<file path="config.mk">
export PLATFORM = sky130hd
export DESIGN_NAME = csc_front
export DESIGN_NICKNAME = d
export VERILOG_FILES = /design/src/hdl/crc32_signature_classifier_unit_macros.svh /design/src/hdl/csc_pkg.sv /design/src/hdl/csc_front.sv
export SDC_FILE = /design/constraint.sdc
export NUM_CORES = 1
export LEC_CHECK = 0
export BUFFER_PORTS_ARGS = -buffer_cell sky130_fd_sc_hd__buf_2
export CORE_MARGIN = 1
export CORE_UTILIZATION = 35
export DETAILED_ROUTE_END_ITERATION = 16
export SLEW_MARGIN = 20
export SYNTH_ARGS = -nofsm -noshare
export SYNTH_HDL_FRONTEND = slang
export SYNTH_SLANG_ARGS = --single-unit
</file>
<file path="constraint.sdc">
create_clock -name clk -period 3.4 [get_ports clk]
set_input_delay 0.68 -clock clk [delete_from_list [all_inputs] [get_ports clk]]
set_output_delay 0.68 -clock clk [all_outputs]
set_load 0.05 [all_outputs]
</file>
<file path="src/hdl/crc32_signature_classifier_unit_macros.svh">
// ---------------------------------------------------------------------------
// CRC-32 signature classifier: assertion macros
// Concurrent checks, compiled out when SYNTH is defined.
// ---------------------------------------------------------------------------
`ifndef CRC32_SIGNATURE_CLASSIFIER_UNIT_MACROS_SVH
`define CRC32_SIGNATURE_CLASSIFIER_UNIT_MACROS_SVH
`ifndef SYNTH
`define CSC_ASSERT(lbl, clk, rst, prop) \
  lbl: assert property (@(posedge clk) disable iff (rst) prop) \
    else $error("assertion failed");
`define CSC_ASSERT_NEXT(lbl, clk, rst, ante, cons) \
  lbl: assert property (@(posedge clk) disable iff (rst) (ante) |=> (cons)) \
    else $error("assertion failed");
`else
`define CSC_ASSERT(lbl, clk, rst, prop)
`define CSC_ASSERT_NEXT(lbl, clk, rst, ante, cons)
`endif
`endif

</file>
<file path="src/hdl/csc_pkg.sv">
// ---------------------------------------------------------------------------
// csc_pkg
// Types and codes shared by the classifier modules, and the CRC-32 byte step.
// ---------------------------------------------------------------------------
package csc_pkg;

  localparam logic [31:0] CRC_POLY = 32'hEDB88320;
  localparam logic [31:0] CRC_ONES = 32'hFFFFFFFF;

  localparam logic [1:0] KIND_LOAD = 2'd0;
  localparam logic [1:0] KIND_BYTE = 2'd1;
  localparam logic [1:0] KIND_FAIL = 2'd2;

  localparam logic [2:0] CLS_OTHER   = 3'd0;
  localparam logic [2:0] CLS_DEPTH   = 3'd1;
  localparam logic [2:0] CLS_MOON    = 3'd2;
  localparam logic [2:0] CLS_GRADE   = 3'd3;
  localparam logic [2:0] CLS_FOLIAGE = 3'd4;

  localparam int QDEPTH = 4;
  localparam int QAW    = 2;

  typedef enum logic [1:0] {
    REQ_LOAD,
    REQ_LOOKUP,
    REQ_FAIL
  } req_op_t;

  typedef struct packed {
    req_op_t     op;
    logic [31:0] sig;
    logic        vertex;
    logic [7:0]  idx;
    logic [2:0]  cls;
    logic [7:0]  val;
  } req_t;

  typedef struct packed {
    logic [31:0] sig;
    logic [2:0]  cls;
    logic [7:0]  val;
  } entry_t;

  typedef enum logic [1:0] {
    B_CLEAR,
    B_IDLE,
    B_SCAN,
    B_DRAIN
  } back_state_t;

  function automatic logic [31:0] crc_byte(input logic [31:0] crc, input logic [7:0] data);
    logic [31:0] c;
    c = crc ^ {24'd0, data};
    for (int b = 0; b < 8; b++) begin
      c = (c >> 1) ^ (CRC_POLY & {32{c[0]}});
    end
    return c;
  endfunction

endpackage

</file>
<file path="src/hdl/csc_front.sv">
// ---------------------------------------------------------------------------
// csc_front
// Accepts items, runs the CRC-32 over blob bytes and queues requests.
// ---------------------------------------------------------------------------
module csc_front #(
  parameter int TABLE_ENTRIES = 256
) (
  input  logic          clk,
  input  logic          rst,
  input  logic          start,
  input  logic [1:0]    kind,
  input  logic [7:0]    data_byte,
  input  logic          last_byte,
  input  logic          pass_type,
  input  logic [7:0]    entry_index,
  input  logic [31:0]   entry_signature,
  input  logic [2:0]    entry_class,
  input  logic [7:0]    entry_value,
  input  logic          q_full,
  input  logic          clearing,
  output logic          busy,
  output logic          push,
  output csc_pkg::req_t push_req
);
  import csc_pkg::*;

  logic [31:0] crc;
  logic [31:0] crc_next;
  logic [31:0] crc_step;
  logic        accept;
  logic        in_range;

  assign busy     = clearing | q_full;
  assign accept   = start & ~busy;
  assign crc_step = crc_byte(crc, data_byte);
  assign in_range = 32'(entry_index) < 32'(TABLE_ENTRIES);

  always_comb begin
    crc_next     = crc;
    push         = 1'b0;
    push_req.op  = REQ_LOAD;
    push_req.sig = entry_signature;
    push_req.vertex = pass_type;
    push_req.idx = entry_index;
    push_req.cls = entry_class;
    push_req.val = entry_value;
    if (accept) begin
      case (kind)
        KIND_LOAD: begin
          push = in_range;
        end
        KIND_BYTE: begin
          crc_next = crc_step;
          if (last_byte) begin
            push         = 1'b1;
            push_req.op  = REQ_LOOKUP;
            push_req.sig = ~crc_step;
            crc_next     = CRC_ONES;
          end
        end
        KIND_FAIL: begin
          push        = 1'b1;
          push_req.op = REQ_FAIL;
          crc_next    = CRC_ONES;
        end
        default: begin
          crc_next = crc;
        end
      endcase
    end
  end

  always_ff @(posedge clk) begin
    if (rst) begin
      crc <= CRC_ONES;
    end else begin
      crc <= crc_next;
    end
  end

endmodule

</file>
==> flow_summary.ini <==
[outcome]
outcome = finished, final reports clean

[layout]
largest_reg_flops = 32
regMostFlops = crc
fin_nets = 409
n_antenna_cell = 0
drive_gt1_share_pct = 36.80
area_delta_synth_final_pct = 19.67
largest_registers = crc (32)

[sta]
slew_viol_final = 0
hold_slack_ps = 496.5
fin_crit_ps = 3078
fin_crit_sh_pct = 90.52
fin_setup_tns_ps = 0
max_freq_ghz = 0.3249
fin_skew_ps = 8.317
tightest_slew_ps = 473.6
hold_viol = 0
slew_headroom_pct = 68.27
setup_viol = 0
rsz0062_at_grt = false

[setup_path]
crit_slowest_cell = xor2_4
cp_common_cell = buf_2
crit_chain = buf_2, xnor2_4, xor2_4, xor2_2, xnor2_1, mux2_2, buf_2
required_ps = 2720
path_max_fanout = 7
critPathTopFamily = XOR/XNOR gates
critPathBufInv = 2
worstSetupStartpointType = input pin
critPathArrivalTime_ps = 2400
end_kind = output pin
slowest_delay_ps = 340
critPathKind = input pin to output pin

[cts]
clk_pin_slew_ps = 70
cts_max_level = 2
clock_path_buffers = 2
cts_tree = yes
insertion_delay_ps = 290
cts_sinks = 32
ctsHoldBuffers = 0
cts_resized = 0
numCtsBuffers = 5
cts_setup_buffers = 0
cts-root-buf = clkbuf_8

[logic_synthesis]
synth_top_cell_area_share_pct = 26.43
netlist_area_sq_mm = 0.002424
synth_edf_count = 0
yosysWarnings = 0
async_flop_share_pct = 0
syn_inst = 269
ys_ff_latch = 32
ys_seq_area_share_pct = 26.43
synth_fp_nets = 342
ys_types = 26
syn_area_per_cell_sq_um = 9.010
synth_area_leaders = dfxtp_1 26%, xnor2_1 17%, buf_4 6.2%
yosysTopAreaCell = dfxtp_1
synthFlopType = dfxtp_1

[global_route]
grt_pass1_vias = 1924
grt_pass1_wl_mm = 9.763
grt_use_total_pct = 17.40
grt-ovfl-total = 0
antenna_found_initial = 0
grt_max_degree = 33

[drt]
wl_per_cell_um = 14.18
drtAntennaViolNets = 0
drc = 0
dr.pass1.iters = 4
vias = 1986
via_per_inst = 4.797
routed_wl_mm = 5.872
drtIter0Drc = 77

[run]
drv_cap = 0

[die]
die_w_um = 85.22
io_pins = 124
chipHeight_um = 85.22
die_area_sq_mm = 0.007262
floorplan.rows = 29
core-area_sq_mm = 0.006531
start_util_pct = 37.11

[power_and_ir_drop]
finalPower_mw = 1.139
leakagePower_nw = 1.257
peakVddDrop_v = 0.0001878
power_density_mw_per_mm2 = 392.8

[placed_design]
io_buffers = 83
dpl.hpwl_mm = 4.578
place_congestion = 0.8608

[min_path]
hold_class = register to register
==> metrics by stage <==
stage / util, % / instances / instance area, sq um / worst slack [ps]
2_1_floorplan: - / 269 / 2424 / 76.25
3_3_place_gp: 43.03 / 406 / 2810 / 287.4
3_5_place_dp: 43.03 / 406 / 2810 / 318.0
4_1_cts: 44.41 / 414 / 2900 / 311.7
5_1_grt: 44.41 / 414 / 2900 / 236.1
6_report: 44.41 / 414 / 2900 / 322.2
==> area by class of cell <==
class	instances	area, sq um
Sequential cell	32	640.6
Fill cell	680	3631
Inverter	3	11.26
Tap cell	77	96.34
Timing Repair Buffer	93	490.5
Multi-Input combinational cell	201	1572
Clock buffer	8	90.09
==> final timing paths <==
| check | startpoint | to | slack, ps | cells after the start |
|---|---|---|---|---|
| worst max-delay path | data_byte[7] | push_req[47] | 320 | 7 |
| worst min-delay path | crc[13]$_SDFFE_PP1P_ | crc[13]$_SDFFE_PP1P_ | 500 | 1 |
| worst max register to register | crc[7]$_SDFFE_PP1P_ | crc[5]$_SDFFE_PP1P_ | 1510 | 5 |
| worst min register to register | crc[13]$_SDFFE_PP1P_ | crc[13]$_SDFFE_PP1P_ | 500 | 1 |
==> cell families (layout without fill, tap and decap cells) <==
family | Yosys count | in the layout | share of synthesized area, %
adders and majority gates | 5 | 5 | 2.581
AOI/OAI and AO/OA | 55 | 55 | 13.84
xor gates and xnor gates | 72 | 72 | 32.68
muxes | 10 | 10 | 4.646
DFF | 32 | 32 | 26.43
and+or+nand+nor | 59 | 59 | 11.10
buffers and inverters | 36 | 104 | 8.725
==> routing by layer <==
metal  global-route usage [%]  vias up  share of wire [%]
met3                    3.696       19                5.3
met4                    6.163        0                1.8
li1                         -     1015                  -
met1                    24.31      885                 49
met2                    26.47       67                 44
met5                        0        -                  0
==> Yosys cell counts (2+ instances only) <==
library cell	number
dfxtp_1	32
nand2b_1	14
o32a_1	8
o22ai_1	14
xnor2_1	47
clkbuf_1	10
xnor2_4	4
o21ai_0	22
mux2_2	10
buf_1	2
xnor2_2	8
inv_1	3
buf_4	20
nor2_1	15
a21oi_1	10
and3_1	2
xor2_1	11
nand2_1	25
ha_1	5
==> worst register-to-register path: stages, from the launching register on <==
cell and delay (ps):
dfxtp_1 360, xnor2_4 370, xor2_4 340, xor2_2 240
xnor2_1 140, o32a_1 340
==> cell usage in the layout (no fill, tap or decap), types with 5 or more instances in the layout <==
cell type,count
buf_2,83
xnor2_1,47
dfxtp_1,32
nand2_1,25
o21ai_0,21
nor2_1,15
o22ai_1,14
nand2b_1,14
xor2_1,11
mux2_2,10
a21oi_1,10
buf_4,10
xnor2_2,8
o32a_1,8
clkbuf_8,6
ha_1,5
==> report_power, final <==
group | switching (mW) | internal, mW | total, mW
Combinational | 0.282 | 0.170 | 0.452
Sequential | 0.00534 | 0.381 | 0.386
Clock | 0.136 | 0.165 | 0.301
Note: power is estimated with default switching activity, not from simulation.
