**src/hdl/crc32_signature_classifier_unit_macros.svh**
```systemverilog
// ---------------------------------------------------------------------------
// CRC-32 signature classifier: assertion macros
// Concurrent checks, compiled out when SYNTH is defined.
// ---------------------------------------------------------------------------
`ifndef CRC32_SIGNATURE_CLASSIFIER_UNIT_MACROS_SVH
`define CRC32_SIGNATURE_CLASSIFIER_UNIT_MACROS_SVH
`ifndef SYNTH
`define CSC_ASSERT(lbl, clk, rst, prop) \
  lbl: assert property (@(posedge clk) disable iff (rst) prop) \
    else $error("assertion failed");
`define CSC_ASSERT_NEXT(lbl, clk, rst, ante, cons) \
  lbl: assert property (@(posedge clk) disable iff (rst) (ante) |=> (cons)) \
    else $error("assertion failed");
`else
`define CSC_ASSERT(lbl, clk, rst, prop)
`define CSC_ASSERT_NEXT(lbl, clk, rst, ante, cons)
`endif
`endif

```
**src/hdl/csc_pkg.sv**
```systemverilog
// ---------------------------------------------------------------------------
// csc_pkg
// Types and codes shared by the classifier modules, and the CRC-32 byte step.
// ---------------------------------------------------------------------------
package csc_pkg;

  localparam logic [31:0] CRC_POLY = 32'hEDB88320;
  localparam logic [31:0] CRC_ONES = 32'hFFFFFFFF;

  localparam logic [1:0] KIND_LOAD = 2'd0;
  localparam logic [1:0] KIND_BYTE = 2'd1;
  localparam logic [1:0] KIND_FAIL = 2'd2;

  localparam logic [2:0] CLS_OTHER   = 3'd0;
  localparam logic [2:0] CLS_DEPTH   = 3'd1;
  localparam logic [2:0] CLS_MOON    = 3'd2;
  localparam logic [2:0] CLS_GRADE   = 3'd3;
  localparam logic [2:0] CLS_FOLIAGE = 3'd4;

  localparam int QDEPTH = 4;
  localparam int QAW    = 2;

  typedef enum logic [1:0] {
    REQ_LOAD,
    REQ_LOOKUP,
    REQ_FAIL
  } req_op_t;

  typedef struct packed {
    req_op_t     op;
    logic [31:0] sig;
    logic        vertex;
    logic [7:0]  idx;
    logic [2:0]  cls;
    logic [7:0]  val;
  } req_t;

  typedef struct packed {
    logic [31:0] sig;
    logic [2:0]  cls;
    logic [7:0]  val;
  } entry_t;

  typedef enum logic [1:0] {
    B_CLEAR,
    B_IDLE,
    B_SCAN,
    B_DRAIN
  } back_state_t;

  function automatic logic [31:0] crc_byte(input logic [31:0] crc, input logic [7:0] data);
    logic [31:0] c;
    c = crc ^ {24'd0, data};
    for (int b = 0; b < 8; b++) begin
      c = (c >> 1) ^ (CRC_POLY & {32{c[0]}});
    end
    return c;
  endfunction

endpackage

```
**src/hdl/csc_queue.sv**
```systemverilog
// ---------------------------------------------------------------------------
// csc_queue
// Short request queue between the front and the back.
// ---------------------------------------------------------------------------
module csc_queue (
  input  logic          clk,
  input  logic          rst,
  input  logic          push,
  input  csc_pkg::req_t push_req,
  input  logic          pop,
  output csc_pkg::req_t head,
  output logic          empty,
  output logic          full
);
  import csc_pkg::*;

  req_t           slots [QDEPTH];
  logic [QAW-1:0] wr_ptr;
  logic [QAW-1:0] rd_ptr;
  logic [QAW:0]   count;

  assign empty = count == '0;
  assign full  = count == (QAW+1)'(QDEPTH);
  assign head  = slots[rd_ptr];

  always_ff @(posedge clk) begin
    if (push) begin
      slots[wr_ptr] <= push_req;
    end
  end

  always_ff @(posedge clk) begin
    if (rst) begin
      wr_ptr <= '0;
      rd_ptr <= '0;
      count  <= '0;
    end else begin
      if (push) begin
        wr_ptr <= wr_ptr + 1'b1;
      end
      if (pop) begin
        rd_ptr <= rd_ptr + 1'b1;
      end
      count <= count + (QAW+1)'(push) - (QAW+1)'(pop);
    end
  end

endmodule

```
**config.mk**
```make
export PLATFORM = sky130hd
export DESIGN_NAME = csc_queue
export DESIGN_NICKNAME = d
export VERILOG_FILES = /design/src/hdl/crc32_signature_classifier_unit_macros.svh /design/src/hdl/csc_pkg.sv /design/src/hdl/csc_queue.sv
export SDC_FILE = /design/constraint.sdc
export NUM_CORES = 1
export LEC_CHECK = 0
export BUFFER_PORTS_ARGS = -buffer_cell sky130_fd_sc_hd__buf_4
export CAP_MARGIN = 20
export CORE_MARGIN = 10
export CORE_UTILIZATION = 40
export DETAILED_ROUTE_END_ITERATION = 10
export GPL_ROUTABILITY_DRIVEN = 1
export GPL_TIMING_DRIVEN = 0
export PLACE_DENSITY = 0.71
export SYNTH_ARGS = -nofsm -noshare
export SYNTH_HDL_FRONTEND = slang
export SYNTH_SLANG_ARGS = --single-unit
```
**constraint.sdc**
```tcl
create_clock -name clk -period 2.2 [get_ports clk]
set_input_delay 0.22 -clock clk [delete_from_list [all_inputs] [get_ports clk]]
set_output_delay 0.22 -clock clk [all_outputs]
set_load 0.05 [all_outputs]
```
==> metrics, run 1 <==
run status finished clean; wire length of the first global-routing pass 24,900 µm; layout overhead on the synthesized area 29.4%; crit-path leading delay family buffers and inverters; Crit-path slowest cell sky130_fd_sc_hd__mux4_2; routed via count divided by cell count 4.87; CTS clk-pin slew, worst paths 60 ps; Post CTS Setup Buffer Count 0; htree depth 1; average wire per cell in the routed design 20.1 µm; Buffers on Ports 113; Placement Rows 52; critical path endpoint category output port; leading cell types in the layout, fill and taps excluded 216 x sky130_fd_sc_hd__edfxtp_1, 113 x sky130_fd_sc_hd__buf_4, 55 x sky130_fd_sc_hd__dlygate4sd3_1; total gr overflow 0; per-instance average area after synthesis 25.6 µm²; antenna violations before repair 0; crit path max fanout 10; Crit path largest cell delay 520 ps; most common cell after layout, fill and taps aside sky130_fd_sc_hd__edfxtp_1; top cells by area, synth sky130_fd_sc_hd__edfxtp_1 78%, sky130_fd_sc_hd__mux4_2 14%, sky130_fd_sc_hd__dfxtp_1 2.2%; largest net degree at the start of global routing 55; max-capacitance violation count 0; number of buffers created by CTS 23; post-synth top area cell sky130_fd_sc_hd__edfxtp_1; TritonCTS sink count 225; post-layout min period 2130 ps; Post-DP HPWL 9560 µm; GRT Resource Usage Total 0.118; final antenna diode count 0; Warnings, synthesis 0; area occupied by multi-input gates 0.00148 mm²; area enclosed by the die boundary 0.0269 mm²; required time worst endpoint 1980 ps; Mapped Area 0.00830 mm²; clock root buffer sky130_fd_sc_hd__clkbuf_16; layout cells sized above 1 0.393; final instance area 0.0107 mm²; post-synthesis register bit count 225; final-report setup violation count 0; Max Slew Vio Count 0; CTS tree done; CP Capture Point head[18]; start of the worst register-to-register path count[0]; deepest clock path buffer count 3; Clock Skew 11.3 ps; number of remaining DRC errors 0; aggregate routed wire length 16,100 µm; proportion of synthesized chip area in sequential cells 0.803; areal power density over the cells 938 mW/mm²; area taken by flip-flops and latches 0.00667 mm²; DIE HEIGHT 164 µm; depth of the worst register-to-register path 7; io pins 114; R2R Path End count[2]; crit share post-route 0.968; latest clock arrival within the worst-skew pair 490 ps; Via Count 3,906; area of the placeable core 0.0203 mm²; worst reg-to-reg setup slack 400 ps; sort of element at the start of the critical path flip-flop; Max Clk Rate 0.470 GHz; cell area after placement 0.00949 mm²; Synth top area share 0.782; Net Count, Synth 389; Hold Vio Cnt, Final 0; maximum vdd ir drop 0.769 mV; worst path bufs/invs 3; Starting DRT DRC Count 147; crit-path cells buf_12, buf_12, mux4_2, buf_4; via count of the first global-routing pass 4,499; final weighted congestion of routability-driven global placement 0.708; Final ANT Viol Nets 0; RSZ-0062 raised after global routing false; stages on the worst setup path 4; worst setup path class reg2out; Initial DRT Pass Iterations 4; initial core utilization 0.409; summed negative setup slack over all endpoints 0 ps; number of standard cells after synthesis 324; x dimension of the die 164 µm; Lkg Pwr 3.69 nW; Rel. slew slack 0.408; Most common cell on crit path sky130_fd_sc_hd__buf_12; arrival time of the worst setup path 1910 ps; number of different library cells in the post-synthesis netlist 22; Final #Nets 582; fill cell instance count of the final layout 1,600; class of the tightest hold or removal check in2reg; transition time at the pin with the least slew margin 888 ps
## layer usage
layer | share of wire | vias to the layer above | track usage
li1 | - | 1756 | -
met1 | 0.40 | 2025 | 0.141
met2 | 0.53 | 107 | 0.208
met3 | 0.059 | 18 | 0.0338
met4 | 0.013 | 0 | 0.0252
met5 | 0 | - | 0
## where the power goes
part / total (mW) / switching [mW] / internal, mW
clock network: 3.39 / 1.48 / 1.92
logic: 1.70 / 1.02 / 0.670
registers: 4.98 / 0.0556 / 4.93
total: 10.1 / 2.56 / 7.51
## stage by stage
step	util	worst slack (ps)	hold WS, ps	instances	total power, mW
finish	0.529	71.2	57.2	802	10.1
global route	0.529	1.15	48.7	802	10.5
CTS	0.527	-28.8	32.5	802	10.2
detailed placement	0.468	432	423	707	6.70
global placement	0.467	-39.7	418	707	6.65
floorplan	-	536	292	324	6.15
## cell families after synthesis
group                    synth area share
XOR/XNOR                          0.00498
flip-flops                          0.803
AND/OR/NAND/NOR                   0.00905
buffers and inverters              0.0198
adder cells (fa/ha/maj)            0.0115
multiplexers                        0.150
AO/OA/AOI/OAI                     0.00181
## flip-flops by register name, indices dropped and copies added, names as in the netlist, named ones only
signal	count
wr_ptr	2
slots	216
count	3
rd_ptr	2
## worst min-delay path, delay by kind of cell
family	cells	cell delay, ps
buf+inv	1	120
simple gates	1	80
xor+xnor	1	90
## how the worst min path moves through the flow
stage            startpoint      endpoint  slack, ps  depth (start not counted)
5_1_grt                 pop     rd_ptr[0]         50                          3
2_1_floorplan           rst      count[0]        290                          1
3_5_place_dp   push_req[36]  slots[3][36]        420                          1
4_1_cts                 pop     rd_ptr[0]         30                          3
3_3_place_gp   push_req[17]  slots[2][17]        420                          1
6_report                pop     rd_ptr[0]         60                          3
## synthesized netlist by cell type (all sizes together)
cell	count
clkbuf	1
a21bo	1
fa	1
mux4	54
and3	1
nor2b	2
nand3b	1
buf	11
nor3	1
inv	6
dfxtp	9
xnor2	2
mux2i	1
ha	6
xor3	1
and2	4
edfxtp	216
a21oi	1
nor2	5
## layout make-up
| type | count | area share |
|---|---|---|
| Clock inverter | 10 | 0.00443 |
| Buffer | 12 | 0.0152 |
| Sequential cell | 225 | 0.621 |
| Timing Repair Buffer | 168 | 0.132 |
| Multi-Input combinational cell | 81 | 0.138 |
| Tap cell | 270 | 0.0315 |
| Clock buffer | 30 | 0.0561 |
| Inverter | 6 | 0.00210 |
## repair_timing
action,4_1_cts,5_1_grt
endpoints found under the hold margin,225,0
hold buffers,55,0
endpoints found under the setup margin,25,43
resized for setup,3,13
(Power assumes the default switching activity.)
==> run 2, diff against run 1 <==
==> constraint.sdc (replaced) <==
create_clock -name clk -period 1.7 [get_ports clk]
set_input_delay 0.17 -clock clk [delete_from_list [all_inputs] [get_ports clk]]
set_output_delay 0.17 -clock clk [all_outputs]
set_load 0.05 [all_outputs]
==> run 2 against run 1 <==
Net effect:
- critical path type unchanged
- setup slack worse by 420 ps
- utilization is 1.2 points higher
- cell count is 0.87% higher
- register-to-register slack worse by 260 ps
- the flow now finishes with violations (negative setup slack)
- wire length is 4.5% higher
- first-iteration DRC count is 44% higher
- worst hold slack worse by 15 ps
- clock skew is 1.1 ps higher
- total power is 31% higher
==> metrics, run 2 (synthesized netlist as in run 1, its figures left out) <==
total gr overflow 0; instance count along the most critical hold path 3; Max Slew Vio Count 0; via count of the first global-routing pass 4,509; class of the tightest hold or removal check in2reg; number of buffers created by CTS 23; layout overhead on the synthesized area 32.4%; Max Clk Rate 0.488 GHz; maximum vdd ir drop 0.986 mV; CTS tree done; worst reg-to-reg setup slack 140 ps; deepest clock path buffer count 3; number of flip-flops in the largest register 216; x dimension of the die 164 µm; crit share post-route 1.21; post-layout min period 2050 ps; most common cell after layout, fill and taps aside sky130_fd_sc_hd__edfxtp_1; required time worst endpoint 1530 ps; wire length of the first global-routing pass 25,800 µm; final weighted congestion of routability-driven global placement 0.708; net switching fraction of the power 0.254; RSZ-0062 raised after global routing true; sort of element at the start of the critical path flip-flop; clock root buffer sky130_fd_sc_hd__clkbuf_16; max-capacitance violation count 0; post-layout power 13.2 mW; io pins 114; CTS clk-pin slew, worst paths 60 ps; GRT Resource Usage Total 0.124; combinational fraction of design power 0.181; htree depth 1; Buffers on Ports 113; run status finished, violations left; layout cells sized above 1 0.412; largest net degree at the start of global routing 28; number of remaining DRC errors 0; depth of the worst register-to-register path 6; Most flops, register slots; Clock Skew 12.4 ps; routed via count divided by cell count 4.87; Final #Nets 589; area enclosed by the die boundary 0.0269 mm²; Hold Vio Cnt, Final 0; TritonCTS sink count 225; top flop regs slots (216), count (3); final-report setup violation count 54; Rel. slew slack 0.659; DIE HEIGHT 164 µm; antenna violations before repair 0; critical path endpoint category output port; arrival time of the worst setup path 1880 ps; clock share of power 0.331; Internal Power 9.86 mW; transition time at the pin with the least slew margin 511 ps; initial core utilization 0.409; crit path max fanout 10; Initial DRT Pass Iterations 4; register share of total power 0.488; fill cell instance count of the final layout 1,554; latest clock arrival within the worst-skew pair 490 ps; Placement Rows 52; aggregate routed wire length 16,800 µm; Worst Setup Slack, final -349 ps; Final ANT Viol Nets 0; Post-DP HPWL 9560 µm; Starting DRT DRC Count 212; sw power 3.35 mW; worst setup path class reg2out; leading cell types in the layout, fill and taps excluded 216 x sky130_fd_sc_hd__edfxtp_1, 65 x sky130_fd_sc_hd__buf_4, 56 x sky130_fd_sc_hd__dlygate4sd3_1; Lkg Pwr 3.77 nW; areal power density over the cells 1200 mW/mm²; final antenna diode count 0; area of the placeable core 0.0203 mm²; worst-case hold slack 42.0 ps; violated checks negative setup slack; Via Count 3,943; average wire per cell in the routed design 20.8 µm
## run 2: changes by cell type in the layout (fill, tap and decap cells not counted)
| cell | before | now |
|---|---|---|
| sky130_fd_sc_hd__buf_4 | 113 | 65 |
| sky130_fd_sc_hd__buf_6 | 5 | 53 |
| sky130_fd_sc_hd__and2_4 | 4 | 8 |
| sky130_fd_sc_hd__mux4_1 | 4 | 0 |
| sky130_fd_sc_hd__mux4_2 | 50 | 54 |
| sky130_fd_sc_hd__buf_8 | 0 | 2 |
| sky130_fd_sc_hd__dfxtp_1 | 9 | 7 |
| sky130_fd_sc_hd__clkbuf_2 | 1 | 0 |
| sky130_fd_sc_hd__clkbuf_4 | 0 | 1 |
| sky130_fd_sc_hd__dfxtp_2 | 0 | 1 |
| sky130_fd_sc_hd__dfxtp_4 | 0 | 1 |
| sky130_fd_sc_hd__dlygate4sd3_1 | 55 | 56 |
| sky130_fd_sc_hd__fa_1 | 1 | 0 |
| sky130_fd_sc_hd__fa_2 | 0 | 1 |
## run 2: per-layer routing
layer  wire length (µm)  up-vias  share of wire  GRT usage
li1                   -     1768              -          -
met1               6800     2050           0.40      0.152
met2               8820      106           0.52      0.220
met3                966       19          0.057     0.0323
met4                224        0          0.013     0.0219
met5                  0        -              0          0
## run 2: final cells by class
class	instances	area, µm²	share of cell area
Inverter	6	22.5	0.00205
Sequential cell	225	6670	0.607
Clock buffer	30	602	0.0548
Clock inverter	10	47.5	0.00433
Multi-Input combinational cell	85	1500	0.137
Buffer	12	165	0.0150
Tap cell	270	338	0.0308
Timing Repair Buffer	171	1640	0.149
## run 2: what timing repair did
| item | in CTS | in global routing |
|---|---|---|
| hold buffers | 56 | 0 |
| endpoints found under the hold margin | 225 | 0 |
| endpoints found under the setup margin | 271 | 55 |
| pin swaps | 2 | 2 |
| gates resized for setup | 75 | 3 |
| gates cloned | 5 | 0 |
| buffers inserted | 1 | 1 |
## run 2: through the flow
stage	instance area, µm²	util	setup WS, ps	TNS [ps]	instances
finish	11000	0.541	-349	-16440	809
global route	11000	0.541	-401	-19700	809
CTS	11000	0.542	-382	-18470	809
detailed placement	9490	0.468	-68.4	-10650	707
global placement	9490	0.467	-540	-113100	707
floorplan	8300	-	35.9	0	324
## run 2: power by group through the flow
stage	combinational (mW)	clock (mW)	sequential, mW
final	2.39	4.38	6.45
after global routing	2.52	4.74	6.46
after CTS	2.44	4.50	6.45
after detailed placement	2.10	0	6.57
after global placement	2.06	0	6.55
after floorplan	1.43	0	6.54
## run 2: critical path, cell delays in order (launching register included)
cell and delay [ps]:
sky130_fd_sc_hd__dfxtp_4 350, sky130_fd_sc_hd__buf_12 140, sky130_fd_sc_hd__buf_12 150, sky130_fd_sc_hd__mux4_2 550, sky130_fd_sc_hd__buf_6 180
## run 2: final timing paths
path                  start        end
hold / removal         push  wr_ptr[1]
setup / recovery  flip-flop   head[47]
hold reg to reg   rd_ptr[0]  flip-flop
setup reg to reg   count[0]   count[1]
==> run 3, diff against run 2 <==
--- a/config.mk
+++ b/config.mk
@@ -13,6 +13,7 @@
 export GPL_ROUTABILITY_DRIVEN = 1
 export GPL_TIMING_DRIVEN = 0
 export PLACE_DENSITY = 0.71
+export RECOVER_POWER = 50
 export SYNTH_ARGS = -nofsm -noshare
 export SYNTH_HDL_FRONTEND = slang
 export SYNTH_SLANG_ARGS = --single-unit
==> run 3 against run 2 <==
Net effect:
- the run still ends with negative setup slack left
- via count grew 0.71%
- register-to-register slack is essentially flat
- first-iteration DRC count fell by 14%
- clock skew about the same
- total power down 0.41%
- critical path depth is the same
- clock-buffer cell count stayed put
- cell count stayed put
- die area did not move
- wire length decreased by 0.49%
- maximum frequency barely moved
- critical path type unchanged
- flip-flop and latch count is the same
==> metrics, run 3 (synthesized netlist as in run 1, its figures left out) <==
Crit-path slowest cell sky130_fd_sc_hd__mux4_2; number of flip-flops in the largest register 216; DIE HEIGHT 164 µm; leading cell types in the layout, fill and taps excluded 216 x sky130_fd_sc_hd__edfxtp_1, 62 x sky130_fd_sc_hd__clkbuf_1, 56 x sky130_fd_sc_hd__dlygate4sd3_1; clock root buffer sky130_fd_sc_hd__clkbuf_16; wire length of the first global-routing pass 25,800 µm; GRT Resource Usage Total 0.124; Placement Rows 52; fill cell instance count of the final layout 1,605; total gr overflow 0; GRT Max-Usage Layer met2; Initial DRT Pass Iterations 4; RSZ-0062 raised after global routing true; post-layout min period 2050 ps; final antenna diode count 0; crit path max fanout 10; Max Slew Vio Count 0; Most common cell on crit path sky130_fd_sc_hd__buf_12; area occupied by multi-input gates 0.00150 mm²; final weighted congestion of routability-driven global placement 0.708; top flop regs slots (216), count (3); Rel. slew slack 0.655; CTS clk-pin slew, worst paths 60 ps; Starting DRT DRC Count 183; sort of element at the start of the critical path flip-flop; deepest clock path buffer count 3; routing usage on met3 0.0323; register share of total power 0.490; crit-path cells buf_12, buf_12, mux4_2, buf_6; area enclosed by the die boundary 0.0269 mm²; final instance area 0.0108 mm²; worst setup path class reg2out; antenna violations before repair 0; critical path endpoint category output port; aggregate routed wire length 16,700 µm; final core area utilization 0.531; cell area after placement 0.00949 mm²; worst reg-to-reg setup slack 130 ps; R2R Path End count[1]; worst path bufs/invs 3; Via Count 3,971; crit-path leading delay family multiplexers; class of the tightest hold or removal check in2reg; Lkg Pwr 3.57 nW; TritonCTS sink count 225; Placed Instances 707; Final ANT Viol Nets 0; Final #Nets 589; Hold Vio Cnt, Final 0; global-route met2 utilization 0.220; transition time at the pin with the least slew margin 517 ps; htree depth 1; placement-stage worst setup slack -68.4 ps; layout cells sized above 1 0.310; Crit path largest cell delay 550 ps; depth of the worst register-to-register path 6; number of buffers created by CTS 23; stages on the worst setup path 4; final-report setup violation count 54; Clock Skew 12.3 ps; number of remaining DRC errors 0; net switching fraction of the power 0.255; layout overhead on the synthesized area 29.9%; area taken by flip-flops and latches 0.00667 mm²; number of cells in the finished layout apart from fillers 809; most common cell after layout, fill and taps aside sky130_fd_sc_hd__edfxtp_1; io pins 114; combinational fraction of design power 0.177; CTS tree done; routed via count divided by cell count 4.91; area of the placeable core 0.0203 mm²; required time worst endpoint 1530 ps; Buffers on Ports 113; max-capacitance violation count 0; violated checks negative setup slack; maximum vdd ir drop 0.981 mV; x dimension of the die 164 µm; CP Capture Point head[47]; crit share post-route 1.20; Internal Power 9.81 mW; via count of the first global-routing pass 4,509; sw power 3.35 mW; start of the worst register-to-register path count[0]; Most flops, register slots; areal power density over the cells 1220 mW/mm²; latest clock arrival within the worst-skew pair 490 ps; largest net degree at the start of global routing 28; run status finished, violations left; Max Clk Rate 0.489 GHz; arrival time of the worst setup path 1880 ps; Worst Setup Slack, final -347 ps; M1 GR Usage 0.152; initial core utilization 0.409; Post-DP HPWL 9560 µm; clock share of power 0.333; average wire per cell in the routed design 20.7 µm
[run 3: changes by cell type in the layout (fill, tap and decap cells not counted), sizes merged]
| cell | delta |
|---|---|
| buf | -55 |
| clkbuf | +55 |
[run 3: cell type report]
cell class,count,share of cell area
inverter,6,0.00209
tap,270,0.0313
clock buffer,30,0.0558
timing repair buffer,171,0.133
clock inverter,10,0.00441
sequential,225,0.619
multi-input combinational,85,0.139
buffer,12,0.0153
[run 3: worst min path at each step]
stage	startpoint	slack, ps	cells past startpoint	end
floorplan	rst	240	1	count[0]
global placement	push_req[17]	370	1	slots[2][17]
detailed placement	push_req[36]	370	1	slots[3][36]
CTS	push	20	3	wr_ptr[1]
global route	push	50	3	wr_ptr[1]
finish	push	40	3	wr_ptr[1]
[run 3: stage by stage]
| stage | TNS [ps] | power, mW | hold slack [ps] |
|---|---|---|---|
| detailed placement | -10650 | 8.67 | 373 |
| finish | -16400 | 13.2 | 42.8 |
| floorplan | 0 | 7.97 | 242 |
| global placement | -113100 | 8.61 | 368 |
| CTS | -18470 | 13.4 | 24.4 |
| global route | -19720 | 13.7 | 48.0 |
[run 3: timing repair]
action,4_1_cts,5_1_grt
gates resized for setup,75,3
setup endpoints to repair,271,55
buffers inserted,1,1
pin swaps,2,2
hold endpoints to repair,225,0
gates cloned,5,0
hold buffers,56,0
[run 3: worst reg2reg max path: stages, from the launching register on]
cell	delay (ps)
sky130_fd_sc_hd__dfxtp_2	320
sky130_fd_sc_hd__inv_1	40
sky130_fd_sc_hd__ha_1	260
sky130_fd_sc_hd__inv_1	40
sky130_fd_sc_hd__ha_1	190
sky130_fd_sc_hd__fa_2	530
sky130_fd_sc_hd__nor2b_1	120
[run 3: power groups by stage]
stage               registers (mW)  logic, mW  clock network, mW
floorplan                     6.54       1.43                  0
global placement              6.55       2.06                  0
detailed placement            6.57       2.10                  0
CTS                           6.45       2.44               4.50
global route                  6.46       2.46               4.74
finish                        6.45       2.33               4.38
[run 3: routing by layer]
layer	wire, µm	part of all wire
met5	0	0
met4	217	0.013
met3	974	0.058
met2	8800	0.53
met1	6740	0.40
